## src/design/sss_pkg.sv

```systemverilog
package sss_pkg;

  // operation codes
  localparam logic [1:0] OP_CLEAR  = 2'd0;
  localparam logic [1:0] OP_INSERT = 2'd1;
  localparam logic [1:0] OP_SEARCH = 2'd2;

  // status codes
  localparam logic [1:0] ST_DONE     = 2'd0;
  localparam logic [1:0] ST_FULL     = 2'd1;
  localparam logic [1:0] ST_FOUND    = 2'd2;
  localparam logic [1:0] ST_NOTFOUND = 2'd3;

  localparam int VAL_W   = 16;
  localparam int POS_W   = 6;
  localparam int COUNT_W = 7;

  typedef logic [VAL_W-1:0] val_t;

  // compare flags one cell reports against the current key
  typedef struct packed {
    logic gt;
    logic lt;
    logic le;
  } cmp_t;

endpackage

```

## src/design/sss_if.sv

```systemverilog
interface sss_in_if import sss_pkg::*; ();
  logic       valid;
  logic       ready;
  logic [1:0] op;
  val_t       value;

  modport source (output valid, output op, output value, input ready);
  modport sink   (input valid, input op, input value, output ready);
endinterface

interface sss_out_if import sss_pkg::*; ();
  logic               valid;
  logic               ready;
  logic [1:0]         status;
  logic [POS_W-1:0]   first_pos;
  logic [POS_W-1:0]   last_pos;
  logic [COUNT_W-1:0] stored_count;

  modport source (output valid, output status, output first_pos, output last_pos,
                  output stored_count, input ready);
  modport sink   (input valid, input status, input first_pos, input last_pos,
                  input stored_count, output ready);
endinterface

```

## src/design/sss_cell.sv

```systemverilog
module sss_cell import sss_pkg::*; (
  input  logic clk,
  input  logic ins_en,
  input  logic occ,
  input  logic gt_prev,
  input  val_t left_val,
  input  val_t key,
  output val_t val,
  output cmp_t cmp
);

  val_t val_r;
  val_t val_nxt;

  assign val = val_r;

  always_comb begin
    cmp.gt = occ && (val_r > key);
    cmp.lt = occ && (val_r < key);
    cmp.le = occ && (val_r <= key);
  end

  // left neighbor larger: shift right; first larger or free slot: take key
  always_comb begin
    val_nxt = val_r;
    if (ins_en) begin
      if (gt_prev) begin
        val_nxt = left_val;
      end else if (cmp.gt || !occ) begin
        val_nxt = key;
      end
    end
  end

  always_ff @(posedge clk) begin
    val_r <= val_nxt;
  end

endmodule

```

## src/design/sss_encode.sv

```systemverilog
module sss_encode #(
  parameter int DEPTH = 64,
  parameter int EW    = 7
) (
  input  logic [DEPTH-1:0] lt,
  input  logic [DEPTH-1:0] le,
  output logic             found,
  output logic [EW-1:0]    first,
  output logic [EW-1:0]    last
);

  logic [DEPTH:0] lt_ext;
  logic [DEPTH:0] le_ext;

  assign lt_ext = {1'b0, lt};
  assign le_ext = {1'b0, le};
  assign found  = |(le & ~lt);

  // flags form a prefix of ones, so each vector has one edge at most
  always_comb begin
    first = '0;
    last  = '0;
    for (int i = 0; i < DEPTH; i++) begin
      if (lt_ext[i] && !lt_ext[i+1]) begin
        first = first | EW'(i + 1);
      end
      if (le_ext[i] && !le_ext[i+1]) begin
        last = last | EW'(i);
      end
    end
  end

endmodule

```

## src/design/sorted_store_with_search_top.sv

```systemverilog
// Sorted store with search: keeps up to DEPTH unsigned Q10.6 values in
// ascending order in a row of compare-and-shift cells. op clear empties the
// store, op insert places the value after every stored value less than or
// equal to it (status full and the value dropped when the store holds DEPTH
// entries), op search reports found with the first and last sorted positions
// of the run equal to the key, or not found. Each transaction gives exactly
// one result transaction carrying the entry count after the item. One item
// is in work at a time: in the accept cycle every cell compares its entry
// with the key in parallel and an insert shifts the larger entries one cell
// right; then the registered compare flags are encoded into positions and
// loaded into the output register once it is free or being drained. The
// next item is taken while a result still waits there.
// Positions are reported modulo 64 and the count modulo 128. No clearing
// pass is needed after reset.
module sorted_store_with_search_top import sss_pkg::*; #(
  parameter int DEPTH = 64
) (
  input  logic          clk,
  input  logic          rst_n,
  sss_in_if.sink        in_ch,
  sss_out_if.source     out_ch
);

  // count width holds DEPTH itself; encode width also covers the 7-bit field
  localparam int CW = $clog2(DEPTH + 1);
  localparam int EW = (CW > COUNT_W) ? CW : COUNT_W;

  // control state
  logic          busy_r, busy_nxt;
  logic [CW-1:0] count_r, count_nxt;
  logic          out_valid_r, out_valid_nxt;

  // item held between accept and result
  logic [1:0]       op_r;
  logic             full_r;
  logic [CW-1:0]    snap_r;
  logic [DEPTH-1:0] lt_r;
  logic [DEPTH-1:0] le_r;

  // output register payload
  logic [1:0]         status_r;
  logic [POS_W-1:0]   first_r;
  logic [POS_W-1:0]   last_r;
  logic [COUNT_W-1:0] cnt_out_r;

  logic accept;
  logic full;
  logic ins_en;
  logic load_out;

  // chain wiring
  val_t             cell_val [DEPTH];
  cmp_t             cell_cmp [DEPTH];
  logic [DEPTH-1:0] occ;
  logic [DEPTH-1:0] lt_v;
  logic [DEPTH-1:0] le_v;

  // encoder outputs
  logic          found;
  logic [EW-1:0] enc_first;
  logic [EW-1:0] enc_last;
  logic [1:0]    status_nxt;

  assign in_ch.ready = !busy_r;
  assign accept      = in_ch.valid && in_ch.ready;
  assign full        = (count_r == CW'(DEPTH));
  assign ins_en      = accept && (in_ch.op == OP_INSERT) && !full;

  // the cell row: cell i is occupied below the entry count
  for (genvar i = 0; i < DEPTH; i++) begin : g_cell
    logic gt_prev;
    val_t left_val;

    if (i == 0) begin : g_head
      assign gt_prev  = 1'b0;
      assign left_val = in_ch.value;
    end else begin : g_body
      assign gt_prev  = cell_cmp[i-1].gt;
      assign left_val = cell_val[i-1];
    end

    assign occ[i]  = (CW'(i) < count_r);
    assign lt_v[i] = cell_cmp[i].lt;
    assign le_v[i] = cell_cmp[i].le;

    sss_cell u_cell (
      .clk      (clk),
      .ins_en   (ins_en),
      .occ      (occ[i]),
      .gt_prev  (gt_prev),
      .left_val (left_val),
      .key      (in_ch.value),
      .val      (cell_val[i]),
      .cmp      (cell_cmp[i])
    );
  end

  // entry count follows the accepted transaction
  always_comb begin
    count_nxt = count_r;
    if (accept) begin
      unique case (in_ch.op)
        OP_CLEAR:  count_nxt = '0;
        OP_INSERT: if (!full) count_nxt = count_r + CW'(1);
        default:   count_nxt = count_r;
      endcase
    end
  end

  // after acceptance: turn the captured flags into positions
  sss_encode #(
    .DEPTH (DEPTH),
    .EW    (EW)
  ) u_encode (
    .lt    (lt_r),
    .le    (le_r),
    .found (found),
    .first (enc_first),
    .last  (enc_last)
  );

  always_comb begin
    unique case (op_r)
      OP_INSERT: status_nxt = full_r ? ST_FULL : ST_DONE;
      OP_SEARCH: status_nxt = found ? ST_FOUND : ST_NOTFOUND;
      default:   status_nxt = ST_DONE;
    endcase
  end

  // result moves out when the output register is free or being drained
  assign load_out = busy_r && (!out_valid_r || out_ch.ready);

  always_comb begin
    busy_nxt = busy_r;
    if (accept) begin
      busy_nxt = 1'b1;
    end else if (load_out) begin
      busy_nxt = 1'b0;
    end
  end

  always_comb begin
    out_valid_nxt = out_valid_r;
    if (load_out) begin
      out_valid_nxt = 1'b1;
    end else if (out_ch.ready) begin
      out_valid_nxt = 1'b0;
    end
  end

  always_ff @(posedge clk) begin
    if (!rst_n) begin
      busy_r      <= 1'b0;
      count_r     <= '0;
      out_valid_r <= 1'b0;
    end else begin
      busy_r      <= busy_nxt;
      count_r     <= count_nxt;
      out_valid_r <= out_valid_nxt;
    end
  end

  // capture the item and the compare flags of the cells
  always_ff @(posedge clk) begin
    if (accept) begin
      op_r   <= in_ch.op;
      full_r <= full;
      snap_r <= count_nxt;
      lt_r   <= lt_v;
      le_r   <= le_v;
    end
  end

  // positions are zero unless the key was found
  always_ff @(posedge clk) begin
    if (load_out) begin
      status_r  <= status_nxt;
      first_r   <= (status_nxt == ST_FOUND) ? enc_first[POS_W-1:0] : '0;
      last_r    <= (status_nxt == ST_FOUND) ? enc_last[POS_W-1:0] : '0;
      cnt_out_r <= COUNT_W'(snap_r);
    end
  end

  assign out_ch.valid        = out_valid_r;
  assign out_ch.status       = status_r;
  assign out_ch.first_pos    = first_r;
  assign out_ch.last_pos     = last_r;
  assign out_ch.stored_count = cnt_out_r;

endmodule

```

## src/flat_wrapper.sv

```systemverilog
// flat-port wrapper written by rule: the top's interface ports become plain ports
module sorted_store_with_search_top_flat import sss_pkg::*;
#(
  parameter int DEPTH = 64
)
  (clk, rst_n, in_ch_valid, in_ch_op, in_ch_value, in_ch_ready, out_ch_valid, out_ch_status, out_ch_first_pos, out_ch_last_pos, out_ch_stored_count, out_ch_ready);
  sss_in_if in_ch_i ();
  sss_out_if out_ch_i ();
  input  logic clk;
  input  logic rst_n;
  input wire logic [$bits(in_ch_i.valid)-1:0] in_ch_valid;
  input wire logic [$bits(in_ch_i.op)-1:0] in_ch_op;
  input wire logic [$bits(in_ch_i.value)-1:0] in_ch_value;
  output wire logic [$bits(in_ch_i.ready)-1:0] in_ch_ready;
  output wire logic [$bits(out_ch_i.valid)-1:0] out_ch_valid;
  output wire logic [$bits(out_ch_i.status)-1:0] out_ch_status;
  output wire logic [$bits(out_ch_i.first_pos)-1:0] out_ch_first_pos;
  output wire logic [$bits(out_ch_i.last_pos)-1:0] out_ch_last_pos;
  output wire logic [$bits(out_ch_i.stored_count)-1:0] out_ch_stored_count;
  input wire logic [$bits(out_ch_i.ready)-1:0] out_ch_ready;
  assign in_ch_i.valid = in_ch_valid;
  assign in_ch_i.op = in_ch_op;
  assign in_ch_i.value = in_ch_value;
  assign in_ch_ready = in_ch_i.ready;
  assign out_ch_valid = out_ch_i.valid;
  assign out_ch_status = out_ch_i.status;
  assign out_ch_first_pos = out_ch_i.first_pos;
  assign out_ch_last_pos = out_ch_i.last_pos;
  assign out_ch_stored_count = out_ch_i.stored_count;
  assign out_ch_i.ready = out_ch_ready;
  sorted_store_with_search_top #(.DEPTH(DEPTH)) u_core (.clk(clk), .rst_n(rst_n), .in_ch(in_ch_i), .out_ch(out_ch_i));
endmodule
```

## config.mk

```make
export PLATFORM = sky130hd
export DESIGN_NAME = sorted_store_with_search_top_flat
export DESIGN_NICKNAME = d
export VERILOG_FILES = /design/src/design/sss_pkg.sv /design/src/design/sss_if.sv /design/src/design/sss_cell.sv /design/src/design/sss_encode.sv /design/src/design/sorted_store_with_search_top.sv /design/src/flat_wrapper.sv
export SDC_FILE = /design/constraint.sdc
export NUM_CORES = 2
export LEC_CHECK = 0
export CAP_MARGIN = 20
export CORE_MARGIN = 8
export CORE_UTILIZATION = 70
export CTS_BUF_LIST = sky130_fd_sc_hd__clkbuf_16
export DETAILED_ROUTE_END_ITERATION = 10
export DONT_BUFFER_PORTS = 1
export GPL_TIMING_DRIVEN = 0
export PLACE_DENSITY_LB_ADDON = 0.1
export SLEW_MARGIN = 30
export SYNTH_ARGS = -nofsm -noshare
export SYNTH_HDL_FRONTEND = slang
export SYNTH_SLANG_ARGS = --single-unit
```

## constraint.sdc

```tcl
create_clock -name clk -period 24.2 [get_ports clk]
set_input_delay 4.84 -clock clk [delete_from_list [all_inputs] [get_ports clk]]
set_output_delay 4.84 -clock clk [all_outputs]
set_load 0.02 [all_outputs]
```

==> results.txt <==
The tools report the final hold violation count as 0. The timing-limited maximum frequency is 105.8 MHz, and the pin count of the biggest net entering global routing is 67. Headroom to the max-slew limit: 0.2461. The share of post-route cells with drive strength above 1 was 0.2462; the sequential cell area fraction in the yosys report was 0.4746.

Initial antenna violation count: 20. The floorplan step set the die width to 343.8 um. The worst register-to-register path begins at u_core.g_cell[3].u_cell.val[15]$_DFFE_PP_.

The run gives 24.58 ns as the required time at the endpoint of the critical path. The filler cells instantiated in the layout total 6538. On the final layout, the worst clock skew is 0.03284 ns.

The slowest stage of the critical path belongs to the cell sky130_fd_sc_hd__a21oi_2. The async set-or-reset flop fraction in the synthesized netlist was 0. The worst hold path begins at u_core.snap_r[2]$_DFFE_PP_.

The data arrival time of the critical path came out at 9.83 ns. The starting density of the core was 0.7037; the overall routed net length was 236400 um. The total power divided by cell area is 59.90 nW/um^2. The clock latency on the worst-skew pair is 0.75 ns. The final critical-path share of the clock period was 0.3906; the top-level port count was 45. Setup violations remaining at the end of the flow were counted as 0. Gates resized during post-CTS repair numbered 0. With fillers left out, the area of the finished cells amounts to 82510 um^2. The total global routing track utilization came out at 0.3948.

By startpoint and endpoint, the worst setup path is classified as primary input to flip-flop. The die is 343.8 um tall. STA classifies the critical path startpoint as a primary input. The number of enable-type register cells in the synthesized netlist came out at 1183. The transition time of the tightest slew-check pin was 1.131 ns. The worst setup path is captured at a flip-flop.

The worst hold path class was flip-flop to flip-flop. The logs give 120 for the row count and 0.004942 W for the post-layout total power. The run finished with clean final reports.

CTS placed an instance of sky130_fd_sc_hd__clkbuf_16 at the clock tree root. In this run the number of H-tree levels came out at 4. In this run, the number of DRC markers left after iteration 0 of detailed routing was 6232. Summing all placed instances gives a cell area of 78400 um^2. Final hold slack: 0.4224 ns. For the number of distinct library cells after synthesis, the log shows 80.

The number of nets in the final layout was 7128. For the total die area, the log shows 118200 um^2. The tools report the via count of the first global-routing pass as 54.08k. The mean routed wirelength per cell is 31.10 um. TritonCTS built the clock tree.

Final weighted congestion in routability-driven placement: 1.027. When the netlist entered floorplanning its net count stood at 6944. The total of max-cap violations is 0, and the final core utilization is 0.7718. The largest incremental delay on the critical path is 0.70 ns, and the detailed-placement wirelength estimate is 170500 um. The count of buffers added on input and output ports is 0. The critical path goes through clkbuf_2 -> buf_16 -> clkbuf_2 -> inv_6 -> buf_16 -> ha_1 -> nand4_1 -> nor4_1 -> a221o_1 -> o211ai_2 -> buf_6 -> a21oi_2. The CTS buffer count was 132; the area inside the core boundary was 106900 um^2. Setup total negative slack on the finished layout was measured at 0 ns.

Summed over all layers, the global routing overflow is 0. For this block, the via count after detailed routing is 54.31k. The maximum vdd ir drop is 0.07191 mV.

From synthesis to final layout, the design area changed by 9.673%. Post-CTS timing repair inserted 0 buffers for setup. The synthesized netlist occupies a cell area of 75230 um^2.

Buffers inserted to repair hold after CTS numbered 0. Counting along the longest clock path gives a buffer depth of 3. For this run, the leading register cell type out of synthesis is sky130_fd_sc_hd__edfxtp_1.

For this run, the detailed router's first-pass iteration total came to 7. Along the worst path, the maximum fanout reaches 39. The detailed-route vias per instance was 7.143. The max-slew violation total from the final report was 0.

The count of synthesis-stage warnings from yosys is 0, and the residual DRC count is 0. After synthesis, the mean cell area works out to 12.77 um^2. The worst path in the final design needs a cycle of 9.452 ns, including I/O delays and setup. Setup repair after global routing left no endpoint under its margin. The clock drives 1192 sinks. Tracing the worst setup path back leads to its startpoint at in_ch_value[11]. The count of nets left with antenna violations once routing finished came out at 0.

The clock slew seen by the registers of the worst setup and hold paths was 0.06 ns; the synthesized instance count was 5893. The global-route wire length before repair is 345600 um, and the static leakage is 32.47 nW. After synthesis the netlist holds a flip-flop and latch count of 1192.
==> worst paths after layout <==
check / endpoint / slack (ns) / cells past startpoint
hold reg to reg: u_core.out_ch.stored_count[2]$_DFFE_PP_ / 0.42 / 0
setup reg to reg: u_core.g_cell[4].u_cell.val[2]$_DFFE_PP_ / 20.45 / 7
setup / recovery: u_core.g_cell[4].u_cell.val[2]$_DFFE_PP_ / 14.75 / 12
hold / removal: u_core.out_ch.stored_count[2]$_DFFE_PP_ / 0.42 / 0
==> through the flow <==
| step | cells | setup WS (ns) |
|---|---|---|
| 2_1_floorplan | 5893 | 12.73 |
| 3_3_place_gp | 7296 | 9.908 |
| 3_5_place_dp | 7346 | 14.20 |
| 4_1_cts | 7578 | 15.00 |
| 5_1_grt | 7586 | 14.66 |
| 6_report | 7603 | 14.75 |
==> layer usage <==
metal | wire length [um] | share of wire | vias to the layer above | global-route usage
li1 | - | - | 23500 | -
met1 | 89380 | 0.38 | 26650 | 0.5010
met2 | 104600 | 0.44 | 3295 | 0.6046
met3 | 26970 | 0.11 | 863 | 0.1122
met4 | 15470 | 0.065 | 2 | 0.2324
met5 | 14 | 0.000059 | - | 0
==> critical path: cells and delay by family <==
kind | cells | cell delay (ns)
buffers and inverters | 6 | 2.22
adder cells (fa/ha/maj) | 1 | 0.39
AND/OR/NAND/NOR | 2 | 0.74
AO/OA/AOI/OAI | 3 | 1.58
==> registers in the layout, summed over array words and instances (netlist names), 2 cells and up <==
name                        cells
u_core.out_ch.last_pos          6
u_core.g_cell.u_cell.val     1024
u_core.lt_r                    64
u_core.le_r                    64
u_core.op_r                     2
u_core.out_ch.first_pos         6
u_core.out_ch.status            2
u_core.count_r                  7
u_core.out_ch.stored_count      7
u_core.snap_r                   7
==> cells by family after synthesis <==
group / after synthesis / synth area share
AO/OA/AOI/OAI: 1074 / 0.08715
adder cells (fa/ha/maj): 1029 / 0.1711
buffers and inverters: 397 / 0.02525
flip-flops: 1192 / 0.4746
multiplexers: 1008 / 0.1551
AND/OR/NAND/NOR: 1193 / 0.08675
==> area by class of cell <==
type                            count  area (um^2)  area share
Clock inverter                     97        665.6    0.008068
Timing Repair Buffer               50         1010     0.01224
Multi-Input combinational cell   4304        37920      0.4595
Clock buffer                      135         3378     0.04095
Inverter                          189        784.5    0.009508
Buffer                            208         1231     0.01492
Sequential cell                  1192        35700      0.4327
Tap cell                         1403         1755     0.02128
Antenna cell                       25        62.56   0.0007582
==> cell usage after synthesis (12+ instances only) <==
master,instances,share of area
sky130_fd_sc_hd__and4_1,21,0.0024
sky130_fd_sc_hd__buf_2,31,0.0021
sky130_fd_sc_hd__inv_1,189,0.0094
sky130_fd_sc_hd__o22ai_1,16,0.0013
sky130_fd_sc_hd__mux2_4,85,0.017
sky130_fd_sc_hd__a21oi_1,601,0.040
sky130_fd_sc_hd__nor2_1,241,0.012
sky130_fd_sc_hd__o2111ai_1,14,0.0016
sky130_fd_sc_hd__nor3_1,39,0.0026
sky130_fd_sc_hd__o211ai_1,25,0.0025
sky130_fd_sc_hd__nor2b_1,49,0.0041
sky130_fd_sc_hd__nand3b_4,30,0.0080
sky130_fd_sc_hd__o21ai_0,152,0.010
sky130_fd_sc_hd__and2_1,17,0.0014
sky130_fd_sc_hd__buf_6,32,0.0048
sky130_fd_sc_hd__buf_4,26,0.0026
sky130_fd_sc_hd__a41o_1,42,0.0056
sky130_fd_sc_hd__nand3b_2,35,0.0052
sky130_fd_sc_hd__edfxtp_1,1183,0.47
sky130_fd_sc_hd__a221o_1,42,0.0056
sky130_fd_sc_hd__a21o_1,44,0.0044
sky130_fd_sc_hd__ha_1,1029,0.17
sky130_fd_sc_hd__nand2b_1,36,0.0030
sky130_fd_sc_hd__a2111oi_0,12,0.0014
sky130_fd_sc_hd__o221ai_1,43,0.0050
sky130_fd_sc_hd__clkbuf_1,116,0.0058
sky130_fd_sc_hd__mux2_2,897,0.13
sky130_fd_sc_hd__a21boi_1,13,0.0013
sky130_fd_sc_hd__mux2_1,25,0.0037
sky130_fd_sc_hd__nand4_1,153,0.013
sky130_fd_sc_hd__nand2_1,421,0.021
sky130_fd_sc_hd__nor4_1,86,0.0072
sky130_fd_sc_hd__nand3_1,13,0.00086
==> where the power goes <==
| part | leakage, nW | internal (W) | total [W] | switching, W |
|---|---|---|---|---|
| combinational | 19.3 | 0.000223 | 0.000600 | 0.000377 |
| clock | 2.13 | 0.00109 | 0.00194 | 0.000845 |
| sequential | 11.0 | 0.00235 | 0.00240 | 0.0000527 |
==> cell usage in the layout, fill, tap and decap left out, types with 135 or more instances in the layout <==
master,Yosys,layout
sky130_fd_sc_hd__mux2_2,897,897
sky130_fd_sc_hd__nor2_1,241,240
sky130_fd_sc_hd__clkbuf_16,0,135
sky130_fd_sc_hd__edfxtp_1,1183,1183
sky130_fd_sc_hd__o21ai_0,152,151
sky130_fd_sc_hd__nand2_1,421,421
sky130_fd_sc_hd__nand4_1,153,153
sky130_fd_sc_hd__inv_1,189,208
sky130_fd_sc_hd__a21oi_1,601,542
sky130_fd_sc_hd__ha_1,1029,1029
(Power assumes the default switching activity.)
